===== config.mk =====
export PLATFORM = sky130hd
export DESIGN_NAME = red_ecn_marker
export DESIGN_NICKNAME = d
export VERILOG_FILES = /design/src/hw/rtl/redecn_pkg.sv /design/src/hw/rtl/redecn_div.sv /design/src/hw/rtl/red_ecn_marker.sv
export SDC_FILE = /design/constraint.sdc
export NUM_CORES = 2
export LEC_CHECK = 0
export BUFFER_PORTS_ARGS = -buffer_cell sky130_fd_sc_hd__buf_2
export CAP_MARGIN = 40
export CORE_MARGIN = 2
export CORE_UTILIZATION = 45
export CTS_BUF_LIST = sky130_fd_sc_hd__clkbuf_4 sky130_fd_sc_hd__clkbuf_8
export DETAILED_ROUTE_END_ITERATION = 7
export REMOVE_ABC_BUFFERS = 1
export SLEW_MARGIN = 20
export SYNTH_ARGS = -nofsm -noshare
export SYNTH_HDL_FRONTEND = slang
export SYNTH_SLANG_ARGS = --single-unit

===== constraint.sdc =====
create_clock -name clk -period 20.1 [get_ports clk]
set_input_delay 0 -clock clk [delete_from_list [all_inputs] [get_ports clk]]
set_output_delay 0 -clock clk [all_outputs]
set_load 0.02 [all_outputs]

===== src/hw/rtl/redecn_pkg.sv =====
// ----------------------------------------------------------------------------
// RED ECN marker package
// Shared types, field widths, register indexes and codes for the RED marker
// and its quotient unit.
// ----------------------------------------------------------------------------
package redecn_pkg;

    localparam int FRAC_W     = 16;
    localparam int AVG_W      = 28;
    localparam int CNT_W      = 17;
    localparam int GATE_W     = 3;
    localparam int QLEN_W     = 13;
    localparam int MIN_W      = 12;
    localparam int MAX_W      = 13;
    localparam int PROB_W     = 16;
    localparam int IDLE_W     = 16;
    localparam int CFG_IDX_W  = 3;
    localparam int CFG_DATA_W = 16;

    localparam int MUL_A_W = AVG_W;
    localparam int MUL_B_W = FRAC_W + 1;
    localparam int PROD_W  = MUL_A_W + MUL_B_W;

    localparam int DIV_W  = MAX_W;
    localparam int PB_W   = FRAC_W;
    localparam int STEP_W = $clog2(PB_W + 1);

    localparam logic [FRAC_W:0]  ONE_Q16 = {1'b1, {FRAC_W{1'b0}}};
    localparam logic [AVG_W-1:0] AVG_MAX = '1;

    localparam logic signed [CNT_W-1:0] COUNT_MAX  = 17'sd65535;
    localparam logic signed [CNT_W-1:0] COUNT_IDLE = '1;

    localparam logic [MIN_W-1:0]  MIN_TH_RST   = 12'd5;
    localparam logic [MAX_W-1:0]  MAX_TH_RST   = 13'd15;
    localparam logic [PROB_W-1:0] MAX_PROB_RST = 16'd6554;
    localparam logic [FRAC_W-1:0] WQ_RST       = 16'd131;
    localparam logic [MAX_W-1:0]  QCAP_RST     = 13'd100;

    localparam logic [CFG_IDX_W-1:0] CFG_MIN_TH   = 3'd0;
    localparam logic [CFG_IDX_W-1:0] CFG_MAX_TH   = 3'd1;
    localparam logic [CFG_IDX_W-1:0] CFG_MAX_PROB = 3'd2;
    localparam logic [CFG_IDX_W-1:0] CFG_WQ       = 3'd3;
    localparam logic [CFG_IDX_W-1:0] CFG_QCAP     = 3'd4;

    localparam logic [1:0] ACT_FORWARD = 2'd0;
    localparam logic [1:0] ACT_MARK    = 2'd1;
    localparam logic [1:0] ACT_DROP    = 2'd2;

    localparam logic [1:0] ECN_ECT1 = 2'd1;
    localparam logic [1:0] ECN_ECT0 = 2'd2;

    typedef struct packed {
        logic [GATE_W-1:0] gate;
        logic              is_ipv4;
        logic [1:0]        ecn_codepoint;
        logic [QLEN_W-1:0] queue_length;
        logic [IDLE_W-1:0] idle_slots;
        logic [FRAC_W-1:0] random_word;
    } in_item_t;

    typedef struct packed {
        logic [1:0]       action;
        logic [AVG_W-1:0] average_queue;
    } out_item_t;

endpackage


===== src/hw/rtl/redecn_div.sv =====
// ----------------------------------------------------------------------------
// RED marker quotient unit
// Restoring divider that produces one quotient bit per cycle. The caller
// supplies a partial remainder that is already below the divisor.
// ----------------------------------------------------------------------------
module redecn_div (
    input  logic                         clk,
    input  logic                         rst_n,
    input  logic                         start,
    input  logic [redecn_pkg::DIV_W-1:0] rem_init,
    input  logic [redecn_pkg::PB_W-1:0]  dividend_low,
    input  logic [redecn_pkg::DIV_W-1:0] divisor,
    output logic [redecn_pkg::PB_W-1:0]  quotient,
    output logic                         done
);
    import redecn_pkg::*;

    logic [DIV_W-1:0]  rem_reg;
    logic [DIV_W-1:0]  div_reg;
    logic [PB_W-1:0]   quo_reg;
    logic [STEP_W-1:0] step_reg;
    logic              busy_reg;
    logic              done_reg;

    logic [DIV_W:0]    shifted;
    logic [DIV_W+1:0]  trial;
    logic              fits;
    logic [DIV_W-1:0]  rem_next;

    always_comb
    begin
        shifted  = {rem_reg, quo_reg[PB_W-1]};
        trial    = {1'b0, shifted} - {2'b00, div_reg};
        fits     = !trial[DIV_W+1];
        rem_next = fits ? trial[DIV_W-1:0] : shifted[DIV_W-1:0];
    end

    always_ff @(posedge clk or negedge rst_n)
    begin
        if (!rst_n)
        begin
            rem_reg  <= '0;
            div_reg  <= '0;
            quo_reg  <= '0;
            step_reg <= '0;
            busy_reg <= 1'b0;
            done_reg <= 1'b0;
        end
        else
        begin
            done_reg <= busy_reg && !start && (step_reg == STEP_W'(1));
            if (start)
            begin
                rem_reg  <= rem_init;
                quo_reg  <= dividend_low;
                div_reg  <= divisor;
                step_reg <= STEP_W'(PB_W);
                busy_reg <= 1'b1;
            end
            else if (busy_reg)
            begin
                rem_reg  <= rem_next;
                quo_reg  <= {quo_reg[PB_W-2:0], fits};
                step_reg <= step_reg - STEP_W'(1);
                if (step_reg == STEP_W'(1))
                begin
                    busy_reg <= 1'b0;
                end
            end
        end
    end

    assign quotient = quo_reg;
    assign done     = done_reg;

    a_rem_below: assert property (@(posedge clk) disable iff (!rst_n)
        busy_reg |-> rem_reg < div_reg)
        else $error("Partial remainder reached the divisor.");

    a_start_idle: assert property (@(posedge clk) disable iff (!rst_n)
        start |-> !busy_reg)
        else $error("Division started while a division was running.");

    a_done_end: assert property (@(posedge clk) disable iff (!rst_n)
        done_reg |-> !busy_reg && $past(busy_reg))
        else $error("Done raised outside the end of a division.");

endmodule


===== src/hw/rtl/red_ecn_marker.sv =====
// ----------------------------------------------------------------------------
// RED ECN marker
// Keeps a single average queue length and a count per gate, and decides for each
// arriving packet whether it is forwarded, marked CE or dropped.
//
// Channel   Direction  Handshake             Payload
// in        input      in_valid / in_stall   in_data   (in_item_t)
// out       output     out_valid / out_stall out_data  (out_item_t)
// cfg       input      cfg_write             cfg_index, cfg_data
//
// A transaction updates the average from the queue length when the queue is
// non-empty, and decays it by the idle_slots factor when it is empty, stepping
// through idle_slots up to the position of its highest set bit.
// An average inside the threshold band adds a quotient and up to two more products;
// all products use the single 28 x 17 multiplier, and the quotient the 16-step loop.
// The next transaction is taken in the cycle after the result is registered,
// and the result waits in the output register while out_stall is high.
// Reset sets every gate count to minus one and the average to zero at once.
// ----------------------------------------------------------------------------
module red_ecn_marker #(
    parameter int NUM_GATES = 8
) (
    input  logic                                clk,
    input  logic                                rst_n,
    input  logic                                in_valid,
    output logic                                in_stall,
    input  redecn_pkg::in_item_t                in_data,
    output logic                                out_valid,
    input  logic                                out_stall,
    output redecn_pkg::out_item_t               out_data,
    input  logic                                cfg_write,
    input  logic [redecn_pkg::CFG_IDX_W-1:0]    cfg_index,
    input  logic [redecn_pkg::CFG_DATA_W-1:0]   cfg_data
);
    import redecn_pkg::*;

    localparam int IDX_W = (NUM_GATES > 1) ? $clog2(NUM_GATES) : 1;

    typedef enum logic [3:0] {
        ST_IDLE,
        ST_EW_A,
        ST_EW_B,
        ST_EW_C,
        ST_DEC_MR,
        ST_DEC_MF,
        ST_DEC_AVG,
        ST_DEC_W,
        ST_DECIDE,
        ST_PB_START,
        ST_PB_WAIT,
        ST_CP,
        ST_CPW,
        ST_PA,
        ST_PAW,
        ST_EMIT
    } state_t;

    function automatic logic [IDX_W-1:0] gate_index(input logic [GATE_W-1:0] g);
        logic [GATE_W-1:0] v;
        v = g;
        for (int i = 0; i < (1 << GATE_W); i++)
        begin
            if (int'(v) >= NUM_GATES)
            begin
                v = v - GATE_W'(NUM_GATES);
            end
        end
        return IDX_W'(v);
    endfunction

    state_t             state_reg;
    in_item_t           item_reg;
    logic [IDX_W-1:0]   idx_reg;
    logic [IDX_W-1:0]   idx_next;

    logic [MIN_W-1:0]   min_th_reg;
    logic [MAX_W-1:0]   max_th_reg;
    logic [PROB_W-1:0]  max_prob_reg;
    logic [FRAC_W-1:0]  wq_reg;
    logic [MAX_W-1:0]   qcap_reg;

    logic [AVG_W-1:0]   avg_reg;
    logic [AVG_W:0]     acc_reg;
    logic [FRAC_W:0]    r_reg;
    logic [FRAC_W:0]    f_reg;
    logic [IDLE_W-1:0]  idle_reg;
    logic               first_reg;
    logic [FRAC_W-1:0]  cnt_reg;
    logic [FRAC_W:0]    d_reg;
    logic [1:0]         act_reg;

    logic [CNT_W-1:0]   cnt_mem [NUM_GATES];
    logic [CNT_W-1:0]   rd_cnt_reg;
    logic [NUM_GATES-1:0] cnt_vld_reg;
    logic               rd_vld_reg;

    logic               out_valid_reg;
    out_item_t          out_data_reg;

    logic [MUL_A_W-1:0] mul_a;
    logic [MUL_B_W-1:0] mul_b;
    logic [PROD_W-1:0]  prod_reg;
    logic [PROD_W-1:0]  prod_next;

    logic               accept;
    logic               ect;
    logic               drop;
    logic               above;
    logic               in_band;
    logic [MAX_W-1:0]   cap;
    logic [AVG_W-1:0]   lo;
    logic [AVG_W:0]     hi;
    logic signed [CNT_W-1:0] cnt_cur;
    logic signed [CNT_W-1:0] cnt_sum;
    logic [FRAC_W-1:0]  cnt_inc;
    logic [FRAC_W:0]    f_eff;
    logic [AVG_W+1:0]   sum_ew;
    logic [AVG_W-1:0]   avg_sat;
    logic [FRAC_W:0]    d_next;
    logic               pa_sat;
    logic               mark_pa;
    logic               cnt_we;
    logic [CNT_W-1:0]   cnt_wdata;

    logic               div_start;
    logic [DIV_W-1:0]   div_rem_init;
    logic [DIV_W-1:0]   div_divisor;
    logic [PB_W-1:0]    div_quot;
    logic               div_done;

    assign accept   = (state_reg == ST_IDLE) && in_valid;
    assign idx_next = gate_index(in_data.gate);

    always_comb
    begin
        ect     = item_reg.is_ipv4 &&
                  (item_reg.ecn_codepoint == ECN_ECT1 || item_reg.ecn_codepoint == ECN_ECT0);
        cap     = (qcap_reg > max_th_reg) ? qcap_reg : max_th_reg;
        drop    = item_reg.queue_length >= cap;
        lo      = {min_th_reg, {FRAC_W{1'b0}}};
        hi      = {max_th_reg, {FRAC_W{1'b0}}};
        above   = {1'b0, avg_reg} >= hi;
        in_band = (avg_reg >= lo) && !above;

        cnt_cur = rd_vld_reg ? signed'(rd_cnt_reg) : COUNT_IDLE;
        cnt_sum = (cnt_cur < COUNT_MAX) ? cnt_cur + 17'sd1 : cnt_cur;
        cnt_inc = cnt_sum[FRAC_W-1:0];

        f_eff   = first_reg ? f_reg : prod_reg[2*FRAC_W:FRAC_W];
        sum_ew  = {1'b0, acc_reg} + {1'b0, prod_reg[AVG_W:0]};
        avg_sat = (sum_ew[AVG_W+1:AVG_W] != 2'b00) ? AVG_MAX : sum_ew[AVG_W-1:0];

        d_next  = ONE_Q16 - {1'b0, prod_reg[FRAC_W-1:0]};
        pa_sat  = prod_reg[PROD_W-1:FRAC_W] != '0;
        mark_pa = prod_reg[2*FRAC_W+1:0] <= {2'b00, div_quot, {FRAC_W{1'b0}}};
    end

    always_comb
    begin
        mul_a = '0;
        mul_b = '0;
        case (state_reg)
            ST_EW_A:
            begin
                mul_a = avg_reg;
                mul_b = ONE_Q16 - {1'b0, wq_reg};
            end
            ST_EW_B:
            begin
                mul_a = MUL_A_W'(item_reg.queue_length);
                mul_b = MUL_B_W'(wq_reg);
            end
            ST_DEC_MR:
            begin
                mul_a = MUL_A_W'(r_reg);
                mul_b = f_eff;
            end
            ST_DEC_MF:
            begin
                mul_a = MUL_A_W'(f_reg);
                mul_b = f_reg;
            end
            ST_DEC_AVG:
            begin
                mul_a = avg_reg;
                mul_b = r_reg;
            end
            ST_DECIDE:
            begin
                mul_a = avg_reg - lo;
                mul_b = MUL_B_W'(max_prob_reg);
            end
            ST_CP:
            begin
                mul_a = MUL_A_W'(cnt_reg);
                mul_b = MUL_B_W'(div_quot);
            end
            ST_PA:
            begin
                mul_a = MUL_A_W'(d_reg);
                mul_b = MUL_B_W'(item_reg.random_word) + 17'd1;
            end
            default:
            begin
                mul_a = '0;
                mul_b = '0;
            end
        endcase
        prod_next = PROD_W'(mul_a) * PROD_W'(mul_b);
    end

    always_comb
    begin
        cnt_we    = 1'b0;
        cnt_wdata = '0;
        case (state_reg)
            ST_DECIDE:
            begin
                cnt_we    = !(ect && !drop && in_band);
                cnt_wdata = (drop || (ect && above)) ? '0 : COUNT_IDLE;
            end
            ST_CPW:
            begin
                cnt_we    = pa_sat;
                cnt_wdata = '0;
            end
            ST_PAW:
            begin
                cnt_we    = 1'b1;
                cnt_wdata = mark_pa ? '0 : {1'b0, cnt_reg};
            end
            default:
            begin
                cnt_we    = 1'b0;
                cnt_wdata = '0;
            end
        endcase
    end

    assign div_start    = (state_reg == ST_PB_START);
    assign div_rem_init = DIV_W'(prod_reg[MUL_A_W+FRAC_W-1:2*FRAC_W]);
    assign div_divisor  = max_th_reg - {1'b0, min_th_reg};

    redecn_div u_div (
        .clk          (clk),
        .rst_n        (rst_n),
        .start        (div_start),
        .rem_init     (div_rem_init),
        .dividend_low (prod_reg[2*FRAC_W-1:FRAC_W]),
        .divisor      (div_divisor),
        .quotient     (div_quot),
        .done         (div_done)
    );

    always_ff @(posedge clk)
    begin
        prod_reg <= prod_next;
        if (cnt_we)
        begin
            cnt_mem[idx_reg] <= cnt_wdata;
        end
        if (accept)
        begin
            rd_cnt_reg <= cnt_mem[idx_next];
        end
    end

    always_ff @(posedge clk or negedge rst_n)
    begin
        if (!rst_n)
        begin
            state_reg     <= ST_IDLE;
            item_reg      <= '0;
            idx_reg       <= '0;
            min_th_reg    <= MIN_TH_RST;
            max_th_reg    <= MAX_TH_RST;
            max_prob_reg  <= MAX_PROB_RST;
            wq_reg        <= WQ_RST;
            qcap_reg      <= QCAP_RST;
            avg_reg       <= '0;
            acc_reg       <= '0;
            r_reg         <= '0;
            f_reg         <= '0;
            idle_reg      <= '0;
            first_reg     <= 1'b0;
            cnt_reg       <= '0;
            d_reg         <= '0;
            act_reg       <= ACT_FORWARD;
            cnt_vld_reg   <= '0;
            rd_vld_reg    <= 1'b0;
            out_valid_reg <= 1'b0;
            out_data_reg  <= '0;
        end
        else
        begin
            if (cfg_write)
            begin
                case (cfg_index)
                    CFG_MIN_TH:   min_th_reg   <= cfg_data[MIN_W-1:0];
                    CFG_MAX_TH:   max_th_reg   <= cfg_data[MAX_W-1:0];
                    CFG_MAX_PROB: max_prob_reg <= cfg_data[PROB_W-1:0];
                    CFG_WQ:       wq_reg       <= cfg_data[FRAC_W-1:0];
                    CFG_QCAP:     qcap_reg     <= cfg_data[MAX_W-1:0];
                    default:      ;
                endcase
            end

            if (cnt_we)
            begin
                cnt_vld_reg[idx_reg] <= 1'b1;
            end

            if (!out_stall && state_reg != ST_EMIT)
            begin
                out_valid_reg <= 1'b0;
            end

            case (state_reg)
                ST_IDLE:
                begin
                    if (in_valid)
                    begin
                        item_reg   <= in_data;
                        idx_reg    <= idx_next;
                        rd_vld_reg <= cnt_vld_reg[idx_next];
                        r_reg      <= ONE_Q16;
                        f_reg      <= ONE_Q16 - {1'b0, wq_reg};
                        idle_reg   <= in_data.idle_slots;
                        first_reg  <= 1'b1;
                        state_reg  <= (in_data.queue_length != '0) ? ST_EW_A : ST_DEC_MR;
                    end
                end
                ST_EW_A:
                begin
                    state_reg <= ST_EW_B;
                end
                ST_EW_B:
                begin
                    acc_reg   <= prod_reg[PROD_W-1:FRAC_W];
                    state_reg <= ST_EW_C;
                end
                ST_EW_C:
                begin
                    avg_reg   <= avg_sat;
                    state_reg <= ST_DECIDE;
                end
                ST_DEC_MR:
                begin
                    if (idle_reg == '0)
                    begin
                        state_reg <= ST_DEC_AVG;
                    end
                    else
                    begin
                        f_reg     <= f_eff;
                        first_reg <= 1'b0;
                        state_reg <= ST_DEC_MF;
                    end
                end
                ST_DEC_MF:
                begin
                    if (idle_reg[0])
                    begin
                        r_reg <= prod_reg[2*FRAC_W:FRAC_W];
                    end
                    idle_reg  <= idle_reg >> 1;
                    state_reg <= ST_DEC_MR;
                end
                ST_DEC_AVG:
                begin
                    state_reg <= ST_DEC_W;
                end
                ST_DEC_W:
                begin
                    avg_reg   <= prod_reg[MUL_A_W+FRAC_W-1:FRAC_W];
                    state_reg <= ST_DECIDE;
                end
                ST_DECIDE:
                begin
                    if (ect && !drop && in_band)
                    begin
                        cnt_reg   <= cnt_inc;
                        state_reg <= ST_PB_START;
                    end
                    else
                    begin
                        if (drop)
                        begin
                            act_reg <= ACT_DROP;
                        end
                        else if (ect && above)
                        begin
                            act_reg <= ACT_MARK;
                        end
                        else
                        begin
                            act_reg <= ACT_FORWARD;
                        end
                        state_reg <= ST_EMIT;
                    end
                end
                ST_PB_START:
                begin
                    state_reg <= ST_PB_WAIT;
                end
                ST_PB_WAIT:
                begin
                    if (div_done)
                    begin
                        state_reg <= ST_CP;
                    end
                end
                ST_CP:
                begin
                    state_reg <= ST_CPW;
                end
                ST_CPW:
                begin
                    if (pa_sat)
                    begin
                        act_reg   <= ACT_MARK;
                        state_reg <= ST_EMIT;
                    end
                    else
                    begin
                        d_reg     <= d_next;
                        state_reg <= ST_PA;
                    end
                end
                ST_PA:
                begin
                    state_reg <= ST_PAW;
                end
                ST_PAW:
                begin
                    act_reg   <= mark_pa ? ACT_MARK : ACT_FORWARD;
                    state_reg <= ST_EMIT;
                end
                ST_EMIT:
                begin
                    if (!out_valid_reg || !out_stall)
                    begin
                        out_valid_reg              <= 1'b1;
                        out_data_reg.action        <= act_reg;
                        out_data_reg.average_queue <= avg_reg;
                        state_reg                  <= ST_IDLE;
                    end
                end
                default:
                begin
                    state_reg <= ST_IDLE;
                end
            endcase
        end
    end

    assign in_stall  = (state_reg != ST_IDLE);
    assign out_valid = out_valid_reg;
    assign out_data  = out_data_reg;

    a_leave_idle: assert property (@(posedge clk) disable iff (!rst_n)
        accept |=> state_reg != ST_IDLE)
        else $error("Accepted transaction did not start the sequencer.");

    a_div_done: assert property (@(posedge clk) disable iff (!rst_n)
        div_done |-> state_reg == ST_PB_WAIT)
        else $error("Quotient finished while the sequencer was not waiting for it.");

    a_avg_hold: assert property (@(posedge clk) disable iff (!rst_n)
        state_reg == ST_IDLE |=> $stable(avg_reg))
        else $error("Average changed while no transaction was in progress.");

    a_emit_wait: assert property (@(posedge clk) disable iff (!rst_n)
        (state_reg == ST_EMIT && out_valid_reg && out_stall) |=> state_reg == ST_EMIT)
        else $error("Result left the sequencer while the output register was full.");

endmodule

==> metrics.yaml <==
routing:
  drc: 0
  dr.first_iter.drc_count: 2928
  wl_per_cell_um: 22.4
  drtAntennaViolNets: 0
  viasPerCell: 5.61
  routed_wl_mm: 132
  first_pass_iters: 7
  vias: 33020
synthesis:
  synth_cells: 4276
  yosysSeqAreaShare: 0.332
  ys_seq_elements: 539
  async_flop_share: 0.633
  syn_area_per_cell_um2: 9.90
  synth_top_flop_cell: "dfrtp_1"
  synthesis.yosys.warnings: 0
  yosysUniqueCellTypes: 82
  synth_edf_count: 153
  syn_area_um2: 42300
setup_path:
  timing.reg2reg.setup_slack_ns: 10.43
  end_kind: "flop"
  crit_fanout: 17
  crit_path_max_incr_delay_ns: 0.71
  r2r-end: "prod_reg[43]"
  critPathKind: "reg -> reg"
  cpMaxStageDelayCell: "nand2b_1"
  reg2reg_depth: 30
  r2r-start: "state_reg[0]"
  cp.arrival_ns: 10.31
  cp_common_cell: "fa_1"
  cp-start-kind: "flop"
  crit_required_ns: 20.74
floorplan:
  core_area_um2: 93300
  start_util: 0.454
  rows: 112
  die_area_um2: 96600
  chipWidth_um: 311
  dieHeight_um: 311
  pin_count: 107
place:
  postPlaceCellArea_um2: 44900
  dp.final_hpwl_mm: 94.4
  gp_congestion: 0.937
  dp_cells: 5556
  port_buffers: 106
timing:
  finalSetupTns_ns: 0
  setup_viol: 0
  hold_viol_final: 0
  maxSlewHeadroom: 0.400
  max_freq_ghz: 0.103
  tightest_slew_ns: 0.898
  maxSlewViolCount: 0
  period_needed_ns: 9.67
  grt_setup_unrepaired: "false"
  fin_skew_ns: 0.0695
  fin_crit_sh: 0.481
  whs_ns: 0.0609
cts:
  clockBufferDepth: 3
  cts_tree: "yes"
  cts_buffers: 95
  cts_root_buffer: "clkbuf_8"
  cts_max_level: 3
  postCtsSetupRepairBufs: 0
  cts.sinks: 539
  clkTransAtPathRegs_ns: 0.07
  insertion_delay_ns: 0.78
global_route:
  track_usage: 0.275
  antenna_found_initial: 6
  grt_overflow_total: 0
  grt_pass1_vias: 33575
  grt_pass1_wl_mm: 204
  grt_max_degree: 74
power:
  power_leakage_nw: 23.5
  p_total_mw: 5.60
  vdd_drop_max_mv: 0.0638
  power.density_nw_per_um2: 115
min_path:
  hp-start: "in_data[32]"
  min_path_cells: 4
  worst_hold_path_type: "in -> reg"
  min_to: "item_reg[32]"
layout:
  area_delta_synth_final_pct: 15.1
  drive_above_1_share: 0.139
  largest_reg_flops: 136
  instances_no_fill: 5891
  stdcell_area_um2: 48700
  fillCellCount: 8319
  fin_nets: 5267
job:
  drv_cap: 0
status:
  outcome: "complete, no violations"
-- cell usage in the layout (no fill, tap or decap), drive strengths merged, types with 42 or more instances in the layout --
cell / n
buf: 216
and2: 117
o21ai: 171
a21o: 78
nor3: 42
ha: 245
dlygate4sd3: 153
nand3: 63
dfrtp: 322
nand2: 702
a21oi: 143
xor2: 44
edfxtp: 153
a22oi: 68
dfxtp: 45
fa: 393
mux2: 153
nor2: 148
clkbuf: 147
inv: 617
xnor2: 94
-- worst max-delay path: cells and delay by family, from the launching register on --
kind	cells	cell delay, ns
buffers and inverters	6	0.53
adder cells (fa/ha/maj)	7	3.38
AND/OR/NAND/NOR	6	2.21
flip-flops	1	0.68
AO/OA/AOI/OAI	10	2.59
XOR/XNOR	1	0.14
-- through the flow --
stage	util	setup WS (ns)
floorplan	-	9.12
global placement	0.477	10.23
detailed placement	0.481	10.58
CTS	0.522	10.57
global route	0.522	10.06
finish	0.522	10.43
-- per-layer routing --
layer  GRT usage  up-vias  share of wire
li1            -    14828              -
met5           0        -        0.00030
met3      0.0580      272          0.079
met1       0.373    16646           0.43
met4       0.102        6          0.039
met2       0.434     1268           0.46
-- Yosys cell counts, drive strengths merged (11+ instances only) --
cell    instances  share of area
mux4           36          0.019
nor2b          20         0.0030
a211oi         17         0.0031
dfstp          19          0.012
xor2           44         0.0091
nor3           42         0.0050
o31ai          12         0.0021
and2          117          0.017
a31oi          11         0.0016
nor2          148          0.013
buf            21         0.0026
nand4          25         0.0037
a222oi         25         0.0059
xnor2          94          0.019
mux2i          39         0.0095
fa            393           0.19
o22ai          31         0.0046
nand3          63         0.0074
a22oi          68          0.012
clkbuf        168          0.015
dfxtp          45          0.021
edfxtp        153           0.11
mux2          153          0.041
ha            245          0.072
nor4           31         0.0047
o211ai         14         0.0025
nand2b         27         0.0040
o21a           17         0.0030
o21ai         171          0.020
or3            12         0.0018
a21oi         143          0.017
and3           18         0.0027
nand2         702          0.062
a22o           25         0.0052
dfrtp         322           0.19
inv           613          0.054
a21o           78          0.014
-- power by group --
group          total [mW]  internal, mW  switching [mW]
clock                1.19         0.668           0.518
combinational        2.64         0.998            1.64
sequential           1.78          1.44           0.332
-- how the worst max path moves through the flow --
| stage | to | cells after the start | startpoint |
|---|---|---|---|
| finish | prod_reg[43] | 30 | state_reg[0] |
| global route | prod_reg[43] | 29 | state_reg[0] |
| CTS | prod_reg[43] | 30 | state_reg[0] |
| detailed placement | prod_reg[43] | 30 | state_reg[0] |
| global placement | prod_reg[42] | 29 | state_reg[2] |
| floorplan | prod_reg[42] | 27 | state_reg[0] |
-- logic make-up after synthesis --
family / share of synthesized area
simple gates: 0.131
compound gates: 0.109
flops: 0.332
xor+xnor: 0.0285
mux: 0.0701
buf+inv: 0.0718
fa+ha+maj: 0.258
-- what timing repair did --
| action | CTS | global route |
|---|---|---|
| hold buffers | 154 | 0 |
| resized for setup | 0 | 0 |
| hold endpoints to repair | 290 | 0 |
-- final cells by class --
cell class	count	area (µm²)	area share
clock buffers	147	1860	0.0382
well taps	1254	1570	0.0322
flip-flops and latches	539	14100	0.288
inverters	613	2300	0.0472
repair buffers	370	3140	0.0645
multi-input cells	2935	25400	0.522
diodes	2	5.00	0.000103
clock inverters	31	383	0.00786
No activity file was read; power rests on OpenSTA's default activity.
